### config.mk
export PLATFORM = sky130hd
export DESIGN_NAME = round_robin_scheduler_unit
export DESIGN_NICKNAME = d
export VERILOG_FILES = /design/src/rtl/rrs_pkg.sv /design/src/rtl/rrs_ram.sv /design/src/rtl/rrs_stats.sv /design/src/rtl/rrs_ctrl.sv /design/src/rtl/round_robin_scheduler_unit.sv
export SDC_FILE = /design/constraint.sdc
export NUM_CORES = 1
export LEC_CHECK = 0
export BUFFER_PORTS_ARGS = -buffer_cell sky130_fd_sc_hd__clkbuf_2
export CELL_PAD_IN_SITES_DETAIL_PLACEMENT = 0
export CELL_PAD_IN_SITES_GLOBAL_PLACEMENT = 1
export CORE_ASPECT_RATIO = 0.75
export CORE_MARGIN = 2
export CORE_UTILIZATION = 40
export CTS_BUF_LIST = sky130_fd_sc_hd__clkbuf_16
export CTS_CLUSTER_SIZE = 16
export DETAILED_ROUTE_END_ITERATION = 16
export PLACE_DENSITY = 0.67
export SYNTH_ARGS = -nofsm -noshare
export SYNTH_HDL_FRONTEND = slang
export SYNTH_SLANG_ARGS = --single-unit
### constraint.sdc
create_clock -name clk -period 6.7 [get_ports clk]
set_input_delay 1.34 -clock clk [delete_from_list [all_inputs] [get_ports clk]]
set_output_delay 1.34 -clock clk [all_outputs]
set_load 0.1 [all_outputs]
### src/rtl/rrs_pkg.sv
// ----------------------------------------------------------------------------
// rrs_pkg
// Types, codes and defaults shared by the round-robin scheduler modules.
// ----------------------------------------------------------------------------
package rrs_pkg;

	localparam int QUEUE_DEPTH_DEF = 16;
	localparam int ID_WIDTH_DEF    = 8;

	localparam logic [7:0]  QUANTUM_RST = 8'd10;
	localparam logic [15:0] SLICE_MAX   = 16'hFFFF;
	localparam logic [7:0]  IDLE_ID_MAX = 8'd1;

	typedef enum logic [1:0] {
		REQ_ADD    = 2'd0,
		REQ_REMOVE = 2'd1,
		REQ_POP    = 2'd2,
		REQ_TICK   = 2'd3
	} req_t;

	typedef enum logic [2:0] {
		ST_IDLE,
		ST_EXEC,
		ST_POP,
		ST_WALK,
		ST_RESP
	} state_t;

	typedef struct packed {
		logic clear;
		logic tick;
		logic busy;
		logic pop_ok;
	} stat_evt_t;

	typedef struct packed {
		logic       next_valid;
		logic [7:0] next_id;
		logic       add_dropped;
	} res_t;

endpackage

### src/rtl/rrs_ram.sv
// ----------------------------------------------------------------------------
// rrs_ram
// Generic simple dual-port RAM: one write port, one registered read port.
// ----------------------------------------------------------------------------
module rrs_ram #(
	parameter int WIDTH = 8,
	parameter int DEPTH = 16,
	localparam int ADDR_W = $clog2(DEPTH)
) (
	input  logic              clk,
	input  logic              we,
	input  logic [ADDR_W-1:0] waddr,
	input  logic [WIDTH-1:0]  wdata,
	input  logic [ADDR_W-1:0] raddr,
	output logic [WIDTH-1:0]  rdata
);

	logic [WIDTH-1:0] mem [DEPTH];

	always_ff @(posedge clk) begin
		if (we) begin
			mem[waddr] <= wdata;
		end
		rdata <= mem[raddr];
	end

endmodule

### src/rtl/rrs_stats.sv
// ----------------------------------------------------------------------------
// rrs_stats
// Quantum register, slice counter and the switch, idle and tick counters.
// ----------------------------------------------------------------------------
module rrs_stats import rrs_pkg::*; (
	input  logic        clk,
	input  logic        arst_n,
	input  logic        cfg_wr_en,
	input  logic [7:0]  cfg_wr_data,
	input  stat_evt_t   evt,
	output logic        resched,
	output logic [31:0] switch_count,
	output logic [31:0] idle_count,
	output logic [31:0] tick_count
);

	logic [7:0]  quantum_q;
	logic [15:0] slice_q;
	logic [15:0] slice_nxt;
	logic        resched_q;
	logic [31:0] switches_q;
	logic [31:0] idle_q;
	logic [31:0] ticks_q;

	assign slice_nxt = (slice_q == SLICE_MAX) ? slice_q : slice_q + 16'd1;

	always_ff @(posedge clk or negedge arst_n) begin
		if (!arst_n) begin
			quantum_q  <= QUANTUM_RST;
			slice_q    <= '0;
			resched_q  <= 1'b0;
			switches_q <= '0;
			idle_q     <= '0;
			ticks_q    <= '0;
		end else begin
			if (cfg_wr_en) begin
				quantum_q <= cfg_wr_data;
			end
			if (evt.clear) begin
				resched_q <= 1'b0;
			end
			if (evt.pop_ok) begin
				switches_q <= switches_q + 32'd1;
				slice_q    <= '0;
			end
			if (evt.tick) begin
				ticks_q <= ticks_q + 32'd1;
				if (evt.busy) begin
					slice_q   <= slice_nxt;
					resched_q <= (slice_nxt >= {8'd0, quantum_q});
				end else begin
					idle_q <= idle_q + 32'd1;
				end
			end
		end
	end

	assign resched      = resched_q;
	assign switch_count = switches_q;
	assign idle_count   = idle_q;
	assign tick_count   = ticks_q;

endmodule

### src/rtl/rrs_ctrl.sv
// ----------------------------------------------------------------------------
// rrs_ctrl
// Request sequencer: circular queue pointers over the slot RAM, pop read,
// and the remove walk that finds an ID and shifts the tail down by one.
// ----------------------------------------------------------------------------
module rrs_ctrl import rrs_pkg::*; #(
	parameter int QUEUE_DEPTH = QUEUE_DEPTH_DEF,
	parameter int ID_WIDTH    = ID_WIDTH_DEF,
	localparam int IDX_W = $clog2(QUEUE_DEPTH),
	localparam int CNT_W = $clog2(QUEUE_DEPTH + 1)
) (
	input  logic                clk,
	input  logic                arst_n,
	input  logic                in_valid,
	output logic                in_ready,
	input  logic [1:0]          req_type,
	input  logic [7:0]          task_id,
	input  logic                running_valid,
	input  logic [7:0]          running_id,
	input  logic                out_free,
	output logic                resp_load,
	output res_t                res,
	output logic [CNT_W-1:0]    count,
	output stat_evt_t           evt,
	output logic                mem_we,
	output logic [IDX_W-1:0]    mem_waddr,
	output logic [ID_WIDTH-1:0] mem_wdata,
	output logic [IDX_W-1:0]    mem_raddr,
	input  logic [ID_WIDTH-1:0] mem_rdata
);

	localparam int SUM_W = CNT_W + 1;

	function automatic logic [IDX_W-1:0] slot_at(input logic [IDX_W-1:0] base,
			input logic [CNT_W-1:0] k);
		logic [SUM_W-1:0] s;
		s = SUM_W'(base) + SUM_W'(k);
		if (s >= SUM_W'(QUEUE_DEPTH)) begin
			s = s - SUM_W'(QUEUE_DEPTH);
		end
		return s[IDX_W-1:0];
	endfunction

	state_t              state_q, state_d;
	req_t                req_q;
	logic [ID_WIDTH-1:0] id_q;
	logic                run_busy_q;
	logic [IDX_W-1:0]    head_q;
	logic [IDX_W-1:0]    head_inc;
	logic [CNT_W-1:0]    count_q;
	logic [CNT_W-1:0]    rd_pos_q;
	logic [CNT_W-1:0]    pos_s1;
	logic                vld_s1;
	logic                found_q;
	res_t                res_q;
	logic                full;
	logic                walk_issue;
	logic                walk_done;

	assign full       = (count_q >= CNT_W'(QUEUE_DEPTH));
	assign head_inc   = (head_q == IDX_W'(QUEUE_DEPTH - 1)) ? '0 : head_q + 1'b1;
	assign walk_issue = (state_q == ST_WALK) && (rd_pos_q < count_q);
	assign walk_done  = (state_q == ST_WALK) && (rd_pos_q == count_q) && !vld_s1;

	always_ff @(posedge clk or negedge arst_n) begin
		if (!arst_n) begin
			state_q <= ST_IDLE;
		end else begin
			state_q <= state_d;
		end
	end

	always_comb begin
		state_d   = state_q;
		in_ready  = 1'b0;
		mem_we    = 1'b0;
		mem_waddr = slot_at(head_q, count_q);
		mem_wdata = id_q;
		mem_raddr = head_q;
		evt       = '0;
		resp_load = 1'b0;
		unique case (state_q)
			ST_IDLE: begin
				in_ready = 1'b1;
				if (in_valid) begin
					evt.clear = 1'b1;
					state_d   = ST_EXEC;
				end
			end
			ST_EXEC: begin
				unique case (req_q)
					REQ_ADD: begin
						mem_we  = !full;
						state_d = ST_RESP;
					end
					REQ_REMOVE: begin
						state_d = ST_WALK;
					end
					REQ_POP: begin
						state_d = (count_q != '0) ? ST_POP : ST_RESP;
					end
					REQ_TICK: begin
						evt.tick = 1'b1;
						evt.busy = run_busy_q;
						state_d  = ST_RESP;
					end
				endcase
			end
			ST_POP: begin
				evt.pop_ok = 1'b1;
				state_d    = ST_RESP;
			end
			ST_WALK: begin
				mem_raddr = slot_at(head_q, rd_pos_q);
				if (vld_s1 && found_q) begin
					mem_we    = 1'b1;
					mem_waddr = slot_at(head_q, pos_s1 - 1'b1);
					mem_wdata = mem_rdata;
				end
				if (walk_done) begin
					state_d = ST_RESP;
				end
			end
			ST_RESP: begin
				if (out_free) begin
					resp_load = 1'b1;
					state_d   = ST_IDLE;
				end
			end
			default: begin
				state_d = ST_IDLE;
			end
		endcase
	end

	always_ff @(posedge clk or negedge arst_n) begin
		if (!arst_n) begin
			head_q   <= '0;
			count_q  <= '0;
			rd_pos_q <= '0;
			vld_s1   <= 1'b0;
			found_q  <= 1'b0;
		end else begin
			if (state_q == ST_EXEC) begin
				if (req_q == REQ_ADD && !full) begin
					count_q <= count_q + 1'b1;
				end
				rd_pos_q <= '0;
				vld_s1   <= 1'b0;
				found_q  <= 1'b0;
			end
			if (state_q == ST_POP) begin
				head_q  <= head_inc;
				count_q <= count_q - 1'b1;
			end
			if (state_q == ST_WALK) begin
				vld_s1 <= walk_issue;
				if (walk_issue) begin
					rd_pos_q <= rd_pos_q + 1'b1;
				end
				if (vld_s1 && !found_q && mem_rdata == id_q) begin
					found_q <= 1'b1;
				end
				if (walk_done && found_q) begin
					count_q <= count_q - 1'b1;
				end
			end
		end
	end

	always_ff @(posedge clk) begin
		if (state_q == ST_IDLE && in_valid) begin
			req_q      <= req_t'(req_type);
			id_q       <= ID_WIDTH'(task_id);
			run_busy_q <= running_valid && (running_id > IDLE_ID_MAX);
			res_q      <= '0;
		end
		if (state_q == ST_EXEC && req_q == REQ_ADD && full) begin
			res_q.add_dropped <= 1'b1;
		end
		if (state_q == ST_POP) begin
			res_q.next_valid <= 1'b1;
			res_q.next_id    <= 8'(mem_rdata);
		end
		if (walk_issue) begin
			pos_s1 <= rd_pos_q;
		end
	end

	assign res   = res_q;
	assign count = count_q;

	a_count_bound: assert property (@(posedge clk) disable iff (!arst_n)
		count_q <= CNT_W'(QUEUE_DEPTH))
		else $error("queue count above depth");

	a_head_bound: assert property (@(posedge clk) disable iff (!arst_n)
		head_q < IDX_W'(QUEUE_DEPTH - 1) || head_q == IDX_W'(QUEUE_DEPTH - 1))
		else $error("head pointer out of range");

	a_pop_count: assert property (@(posedge clk) disable iff (!arst_n)
		state_q == ST_POP |=> count_q == $past(count_q) - 1'b1)
		else $error("pop did not take one entry");

endmodule

### src/rtl/round_robin_scheduler_unit.sv
// ----------------------------------------------------------------------------
// round_robin_scheduler_unit
// Round-robin time-slice scheduler over a circular queue of task IDs held in
// a slot RAM, with context-switch, idle and tick counters.
//
//   channel | handshake              | payload
//   --------+------------------------+------------------------------------------
//   in      | in_valid / in_ready    | req_type, task_id, running_valid,
//           |                        | running_id
//   out     | out_valid / out_ready  | next_valid, next_id, resched, add_dropped,
//           |                        | switch_count, idle_count, tick_count,
//           |                        | pending_count
//   cfg     | cfg_wr_en              | cfg_wr_data (quantum)
//
// One request at a time. Add and tick pass an execute step, then the response
// step loads the output register; pop adds a pop step. The next request is
// taken in the cycle after the response step. Remove walks the queue
// through the slot RAM one entry per cycle (one read port, registered read).
// The next request is taken while the previous result waits in the output
// register; a stalled output holds the sequencer in its response step.
// Reset clears queue pointers and counters; the quantum resets to 10.
// ----------------------------------------------------------------------------
module round_robin_scheduler_unit import rrs_pkg::*; #(
	parameter int QUEUE_DEPTH = QUEUE_DEPTH_DEF,
	parameter int ID_WIDTH    = ID_WIDTH_DEF
) (
	input  logic        clk,
	input  logic        arst_n,
	input  logic        cfg_wr_en,
	input  logic [7:0]  cfg_wr_data,
	input  logic        in_valid,
	output logic        in_ready,
	input  logic [1:0]  req_type,
	input  logic [7:0]  task_id,
	input  logic        running_valid,
	input  logic [7:0]  running_id,
	output logic        out_valid,
	input  logic        out_ready,
	output logic        next_valid,
	output logic [7:0]  next_id,
	output logic        resched,
	output logic        add_dropped,
	output logic [31:0] switch_count,
	output logic [31:0] idle_count,
	output logic [31:0] tick_count,
	output logic [4:0]  pending_count
);

	localparam int IDX_W = $clog2(QUEUE_DEPTH);
	localparam int CNT_W = $clog2(QUEUE_DEPTH + 1);

	logic                out_valid_q;
	logic                out_free;
	logic                resp_load;
	res_t                res;
	logic [CNT_W-1:0]    count;
	stat_evt_t           evt;
	logic                mem_we;
	logic [IDX_W-1:0]    mem_waddr;
	logic [ID_WIDTH-1:0] mem_wdata;
	logic [IDX_W-1:0]    mem_raddr;
	logic [ID_WIDTH-1:0] mem_rdata;
	logic                st_resched;
	logic [31:0]         st_switch;
	logic [31:0]         st_idle;
	logic [31:0]         st_tick;

	logic                next_valid_q;
	logic [7:0]          next_id_q;
	logic                resched_q;
	logic                add_dropped_q;
	logic [31:0]         switch_count_q;
	logic [31:0]         idle_count_q;
	logic [31:0]         tick_count_q;
	logic [4:0]          pending_count_q;

	assign out_free = !out_valid_q || out_ready;

	rrs_ctrl #(
		.QUEUE_DEPTH (QUEUE_DEPTH),
		.ID_WIDTH    (ID_WIDTH)
	) u_ctrl (
		.clk           (clk),
		.arst_n        (arst_n),
		.in_valid      (in_valid),
		.in_ready      (in_ready),
		.req_type      (req_type),
		.task_id       (task_id),
		.running_valid (running_valid),
		.running_id    (running_id),
		.out_free      (out_free),
		.resp_load     (resp_load),
		.res           (res),
		.count         (count),
		.evt           (evt),
		.mem_we        (mem_we),
		.mem_waddr     (mem_waddr),
		.mem_wdata     (mem_wdata),
		.mem_raddr     (mem_raddr),
		.mem_rdata     (mem_rdata)
	);

	rrs_ram #(
		.WIDTH (ID_WIDTH),
		.DEPTH (QUEUE_DEPTH)
	) u_slots (
		.clk   (clk),
		.we    (mem_we),
		.waddr (mem_waddr),
		.wdata (mem_wdata),
		.raddr (mem_raddr),
		.rdata (mem_rdata)
	);

	rrs_stats u_stats (
		.clk          (clk),
		.arst_n       (arst_n),
		.cfg_wr_en    (cfg_wr_en),
		.cfg_wr_data  (cfg_wr_data),
		.evt          (evt),
		.resched      (st_resched),
		.switch_count (st_switch),
		.idle_count   (st_idle),
		.tick_count   (st_tick)
	);

	always_ff @(posedge clk or negedge arst_n) begin
		if (!arst_n) begin
			out_valid_q <= 1'b0;
		end else if (resp_load) begin
			out_valid_q <= 1'b1;
		end else if (out_ready) begin
			out_valid_q <= 1'b0;
		end
	end

	always_ff @(posedge clk) begin
		if (resp_load) begin
			next_valid_q    <= res.next_valid;
			next_id_q       <= res.next_id;
			resched_q       <= st_resched;
			add_dropped_q   <= res.add_dropped;
			switch_count_q  <= st_switch;
			idle_count_q    <= st_idle;
			tick_count_q    <= st_tick;
			pending_count_q <= 5'(count);
		end
	end

	assign out_valid     = out_valid_q;
	assign next_valid    = next_valid_q;
	assign next_id       = next_id_q;
	assign resched       = resched_q;
	assign add_dropped   = add_dropped_q;
	assign switch_count  = switch_count_q;
	assign idle_count    = idle_count_q;
	assign tick_count    = tick_count_q;
	assign pending_count = pending_count_q;

	a_busy_after_transfer: assert property (@(posedge clk) disable iff (!arst_n)
		in_valid && in_ready |=> !in_ready)
		else $error("request taken while previous one in progress");

endmodule

After elaboration in Yosys (flattened, before gate mapping)
Memories as Yosys holds them, arrays and structs flattened. A register that Yosys moved wholly into a read port is not among the register bits. Cells that the tools add are included.

Register bits: 279. Bits in latches: 0. Bits in writable memories: 128. Memory bits (read-only): 0. Input port bits: 32. Word-level logic and storage cells: 144. Memories: 1.

Add/sub/neg operators: 15. $mul: 0. Div/mod/pow operators: 0. Order comparisons: 7. Eq/ne operators: 14. Shift-type cells: 0. Muxes and demuxes: 52. Bitwise gates (word level): 1. Reductions and logical operators: 26.

Memory list: u_slots.mem (depth 16, width 8, read ports 1, clocked after memory_dff 1, write ports 1, line rrs_ram.sv:18) `logic [WIDTH-1:0] mem [DEPTH];`.

Operators with widths (number): 32-bit by 1-bit adder with 32-bit output (second input constant) (3); 16-bit two-way mux (4); 5-bit two-way mux (8); 4-bit two-way mux (7); 8-bit two-way mux (3); 1-bit two-way mux (20); 4-bit by 5-bit adder with 6-bit output (3); 6-bit by 5-bit >= comparator with 1-bit output (second input constant) (3); 16-bit by 1-bit adder with 16-bit output (second input constant) (1); 16-bit == test (second input constant) (1); 16-bit by 8-bit >= comparator with 1-bit output (1); 3-bit one-hot mux with 5 select lines (1); 1-bit logical AND (12); 3-bit two-way mux (4); 4-bit by 1-bit subtractor with 4-bit output (second input constant) (3); 5-bit by 1-bit adder with 5-bit output (second input constant) (2); 5-bit by 1-bit subtractor with 5-bit output (second input constant) (2); 9-bit two-way mux (1); 3-bit one-hot mux with 3 select lines (1); 8-bit == test (1); 8-bit by 1-bit > comparator with 1-bit output (second input constant) (1); 3-bit by 2-bit == test with 1-bit output (second input constant) (2); 2-bit nonzero test (3); 5-bit == test (1); other kinds (21) (27).

Longest topological paths before layout
Word-level depth: 8. Mapped depth: 11.

Hierarchy
A second synthesis with hierarchy kept.

Cells, all modules: 1158. Area total of the unflattened synthesis: 17174.0 um2.

By module, submodules not included: rrs_stats (times used 1, cells each 565, area an instance 5875.6 um2, seq. area each 3030.4 um2); rrs_ram (times used 1, cells each 229, area an instance 5147.4 um2, seq. area each 4003.8 um2); round_robin_scheduler_unit (times used 1, cells each 115, area an instance 3410.8 um2, seq. area each 3388.2 um2); rrs_ctrl (times used 1, cells each 249, area an instance 2740.1 um2, seq. area each 1206.2 um2).

Least setup slack after synthesis
No wires, ideal clock.

Path type: input -> register. From: input out_ready. To: register add_dropped_q (netlist: add_dropped) (enable). Setup time: 0.584 ns. Data arrival time: 6.068 ns. Required time: 6.116 ns. Setup slack: 0.048 ns. Cell stages on the path: 2. Path buffers: 0. Path through: nor2b_1 -> nor2_1.

Word-level cells in the longest chain between the ends: 3.

RTL lines: start: declaration (line round_robin_scheduler_unit.sv:38) `input logic out_ready,`; 1-bit logical OR (line round_robin_scheduler_unit.sv:77) `assign out_free = !out_valid_q || out_ready;`; 1-bit two-way mux (line rrs_ctrl.sv:125) `if (out_free) begin`; 1-bit two-way mux (line rrs_ctrl.sv:82) `unique case (state_q)`; via resp_load (line round_robin_scheduler_unit.sv:54) `logic resp_load;`; end signal: assignment (line round_robin_scheduler_unit.sv:142) `add_dropped_q <= res.add_dropped;`; end: declaration (line round_robin_scheduler_unit.sv:71) `logic add_dropped_q;`.

The timed path passes the listed nets, and every way through them passes these cells. A chain may end at the register's enable or synchronous reset.

Worst setup path after layout
From: register u_ctrl.state_q[2]. To: memory u_slots.mem[10][7] (enable).

Word-level cells in the longest chain between the ends: 4. Elaborated cells on any way between the ends: 6. Classes of those cells: eq/ne: 2; mux: 4.

RTL lines: start: declaration (line rrs_ctrl.sv:44) `state_t state_q, state_d;`; start signal: assignment (line rrs_ctrl.sv:69) `state_q <= state_d;`; 3-bit by 2-bit == test with 1-bit output / 3-bit by 1-bit == test with 1-bit output (equally long branches) (line rrs_ctrl.sv:82); 1-bit one-hot mux with 2 select lines (line rrs_ctrl.sv:82); 1-bit two-way mux (line rrs_ram.sv:21) `if (we) begin`; 1-bit two-way mux (not written as such) (line rrs_ram.sv:22) `mem[waddr] <= wdata;`; end: declaration (line rrs_ram.sv:18).

Several ways; a longest one is shown, not always the timed one.

==> metrics <==
outcome finished clean; vias in the first global route 10117; Seq/Total Area, Yosys 67.22%; commonest cells after routing, fill and taps aside 263 x edfxtp_1, 193 x nand2_1, 143 x clkbuf_2, 139 x dfrtp_1, 83 x xnor2_1; crit path launch type register; GP Congestion 0.7844; crit path max fanout 17; met3 routed wirelength 1924 um; yosys warns 0; DR vias 10473; dpl hpwl 24950 um; # resized after CTS 0; Post-DRT Antenna Nets 0; Crit path max-delay family simple AND/OR/NAND/NOR gates; Crit-path slowest cell and3_1; area of the core 42370 um2; Yosys reg bits 414; synthesized area per cell between 10 and 15 um2; area grow syn2layout 15.33%; DR pass1 iterations 5; area of the mapped netlist roughly 17000 um2; total CTS buffers 43; syn_nets 1390; crit path kind register to register; WP data required 6.87 ns; crit-path max cell delay 0.73 ns; RSZ-0062 raised after global routing false; setup TNS 0 ns; Yosys cell types 73; leading post-synthesis cells by cell area edfxtp_1 46%, dfrtp_1 20%, xnor2_1 4.2%; Worst EP arrival around 3.7 ns; CP most frequent cell nand2_1; DR DRC count 0; worst-path cell chain and3b_1 > and3_1 > nand2_1 > o21ai_0 > nand2_1 > nor2_1; Synth area leader edfxtp_1; Final Hold Viols 0; clock buffer depth 3; met2 WL 15740 um; IO Pins roughly 150; initial core utilization 40.83%; Slew Viols, Final 0; post-synthesis cell count approximately 1300; root buffer selected by CTS clkbuf_16; Final Cell Area roughly 20000 um2; MaxCap Viol Count 0; Synth top area share 45.65%; Site Rows 65; CP Buf/Inv Count 0; htree depth 2; final worst-path cycle share 52.01%; placed inst area around 19000 um2; first-pass GRT wire length slightly below 60000 um; final setup vio count 0; # nets final 1545; Tmin final roughly 3.5 ns; GRT Total Usage 17.02%; largest net degree at the start of global routing 74; Post-synth EDFFs 263; Slew Limit Headroom 32.71%; power density over the cells 420.2 nW/um2; Worst-path clk slew 0.06 ns; grt ovf 0; Vias/cell 5.040; die width 244.1 um; Most used DFF post-synth edfxtp_1; Clk Latency, worst-skew pair 0.56 ns; initial antenna violation count 0; Final Skew between 0.015 and 0.02 ns; crit end category register; wire length per cell 18.07 um; cts-stage hold buffer count 0; routed metal-1 wirelength 19140 um; Final WS setup 3.215 ns; highest metal layer with signal wires met4; Slew @ Worst Pin 1.005 ns; worst min-delay path category register to register; achievable clock frequency about 290 MHz; Post CTS Setup Buffer Count 0; CTS tree built; Die Y 184.1 um; share of post-route cells with drive strength above 1 17.10%; die area between 40000 and 50000 um2; Place WS 3.199 ns; WL final 37550 um; drt first-iter violations 868; LEAKAGE about 8.1 nW; antenna cells 0; commonest non-fill, non-tap cell in the layout edfxtp_1; Post-synth ARST share roughly a third; IO buf count 144; Sink Count 414; Max VDD drop between 0.2 and 0.25 mV
metal layers:
layer	vias to the layer above	track usage, %
li1	5089	-
met5	-	0
met3	54	2.577
met1	5084	27.05
met2	246	24.14
met4	0	4.268
cells in the mapped netlist, types with 5 or more instances:
master / count
a21o_1: 5
a21oi_1: 57
a221oi_1: 16
a31oi_1: 8
and2_1: 11
and3_1: 18
and4_1: 8
buf_2: 20
buf_4: 6
clkbuf_1: 13
dfrtp_1: 139
dfxtp_1: 10
edfxtp_1: 263
ha_1: 35
inv_1: 36
mux2_2: 16
mux2i_1: 10
nand2_1: 193
nand3_1: 80
nand4_1: 30
nor2_1: 72
nor3_1: 16
nor4_1: 6
o21a_1: 5
o21ai_0: 33
o22ai_1: 11
xnor2_1: 83
xor2_1: 40
worst reg2reg max path, delay by kind of cell (launching register included):
family / cells / cell delay (ns)
DFF: 1 / 0.56
AOI/OAI and AO/OA: 1 / 0.16
and+or+nand+nor: 5 / 2.37
flip-flops by register name, summed over array words and instances, names as in the netlist, 10 cells and up:
register	count
idle_count	32
u_slots.mem	128
u_stats.slice_q	16
u_ctrl.res	10
switch_count	32
u_stats.tick_count	32
u_stats.idle_count	32
tick_count	32
u_stats.switch_count	32
stage by stage:
stage	hold WS, ns	utilization [%]	power (mW)	std cells
global route	0.4333	47.08	8.796	2078
floorplan	0.4003	-	5.511	1320
detailed placement	0.4089	43.87	6.122	1999
finish	0.4183	47.08	8.383	2078
global placement	0.4105	43.87	6.105	1999
CTS	0.4207	47.08	8.457	2078
final timing paths:
path                            slack, ns                       end  depth (start not counted)              start
max in group asynchronous            4.45  u_stats.switch_count[24]                          2             arst_n
worst max-delay path                 3.22        u_slots.mem[10][7]                          6  u_ctrl.state_q[2]
worst min register to register       0.42                next_id[6]                          0      u_ctrl.res[7]
min in group asynchronous            0.80      u_stats.quantum_q[2]                          1             arst_n
worst max register to register       3.22        u_slots.mem[10][7]                          6  u_ctrl.state_q[2]
worst min-delay path                 0.42                next_id[6]                          0      u_ctrl.res[7]
kinds of logic (layout without fill, tap and decap cells):
kind of cell,count (synthesis),count (layout),share of synthesized area [%]
simple gates,479,479,13.94
flops,414,414,67.22
compound gates,159,159,5.786
xor+xnor,123,123,6.227
buf+inv,79,268,2.163
fa+ha+maj,38,38,2.879
mux,28,28,1.786
layout make-up:
type | count | area [um2]
Fill cell | 3804 | 22420
Tap cell | 569 | 711.9
Clock buffer | 43 | 1076
Multi-Input combinational cell | 827 | 5316
Sequential cell | 414 | 11630
Timing Repair Buffer | 153 | 794.5
Clock inverter | 36 | 287.8
Inverter | 36 | 135.1
where the power goes:
part	total, mW	switching, mW	internal, mW
sequential	3.39	0.264	3.13
combinational	2.68	2.08	0.597
clock	2.31	0.984	1.33
Power figures use the tool's default switching activity.
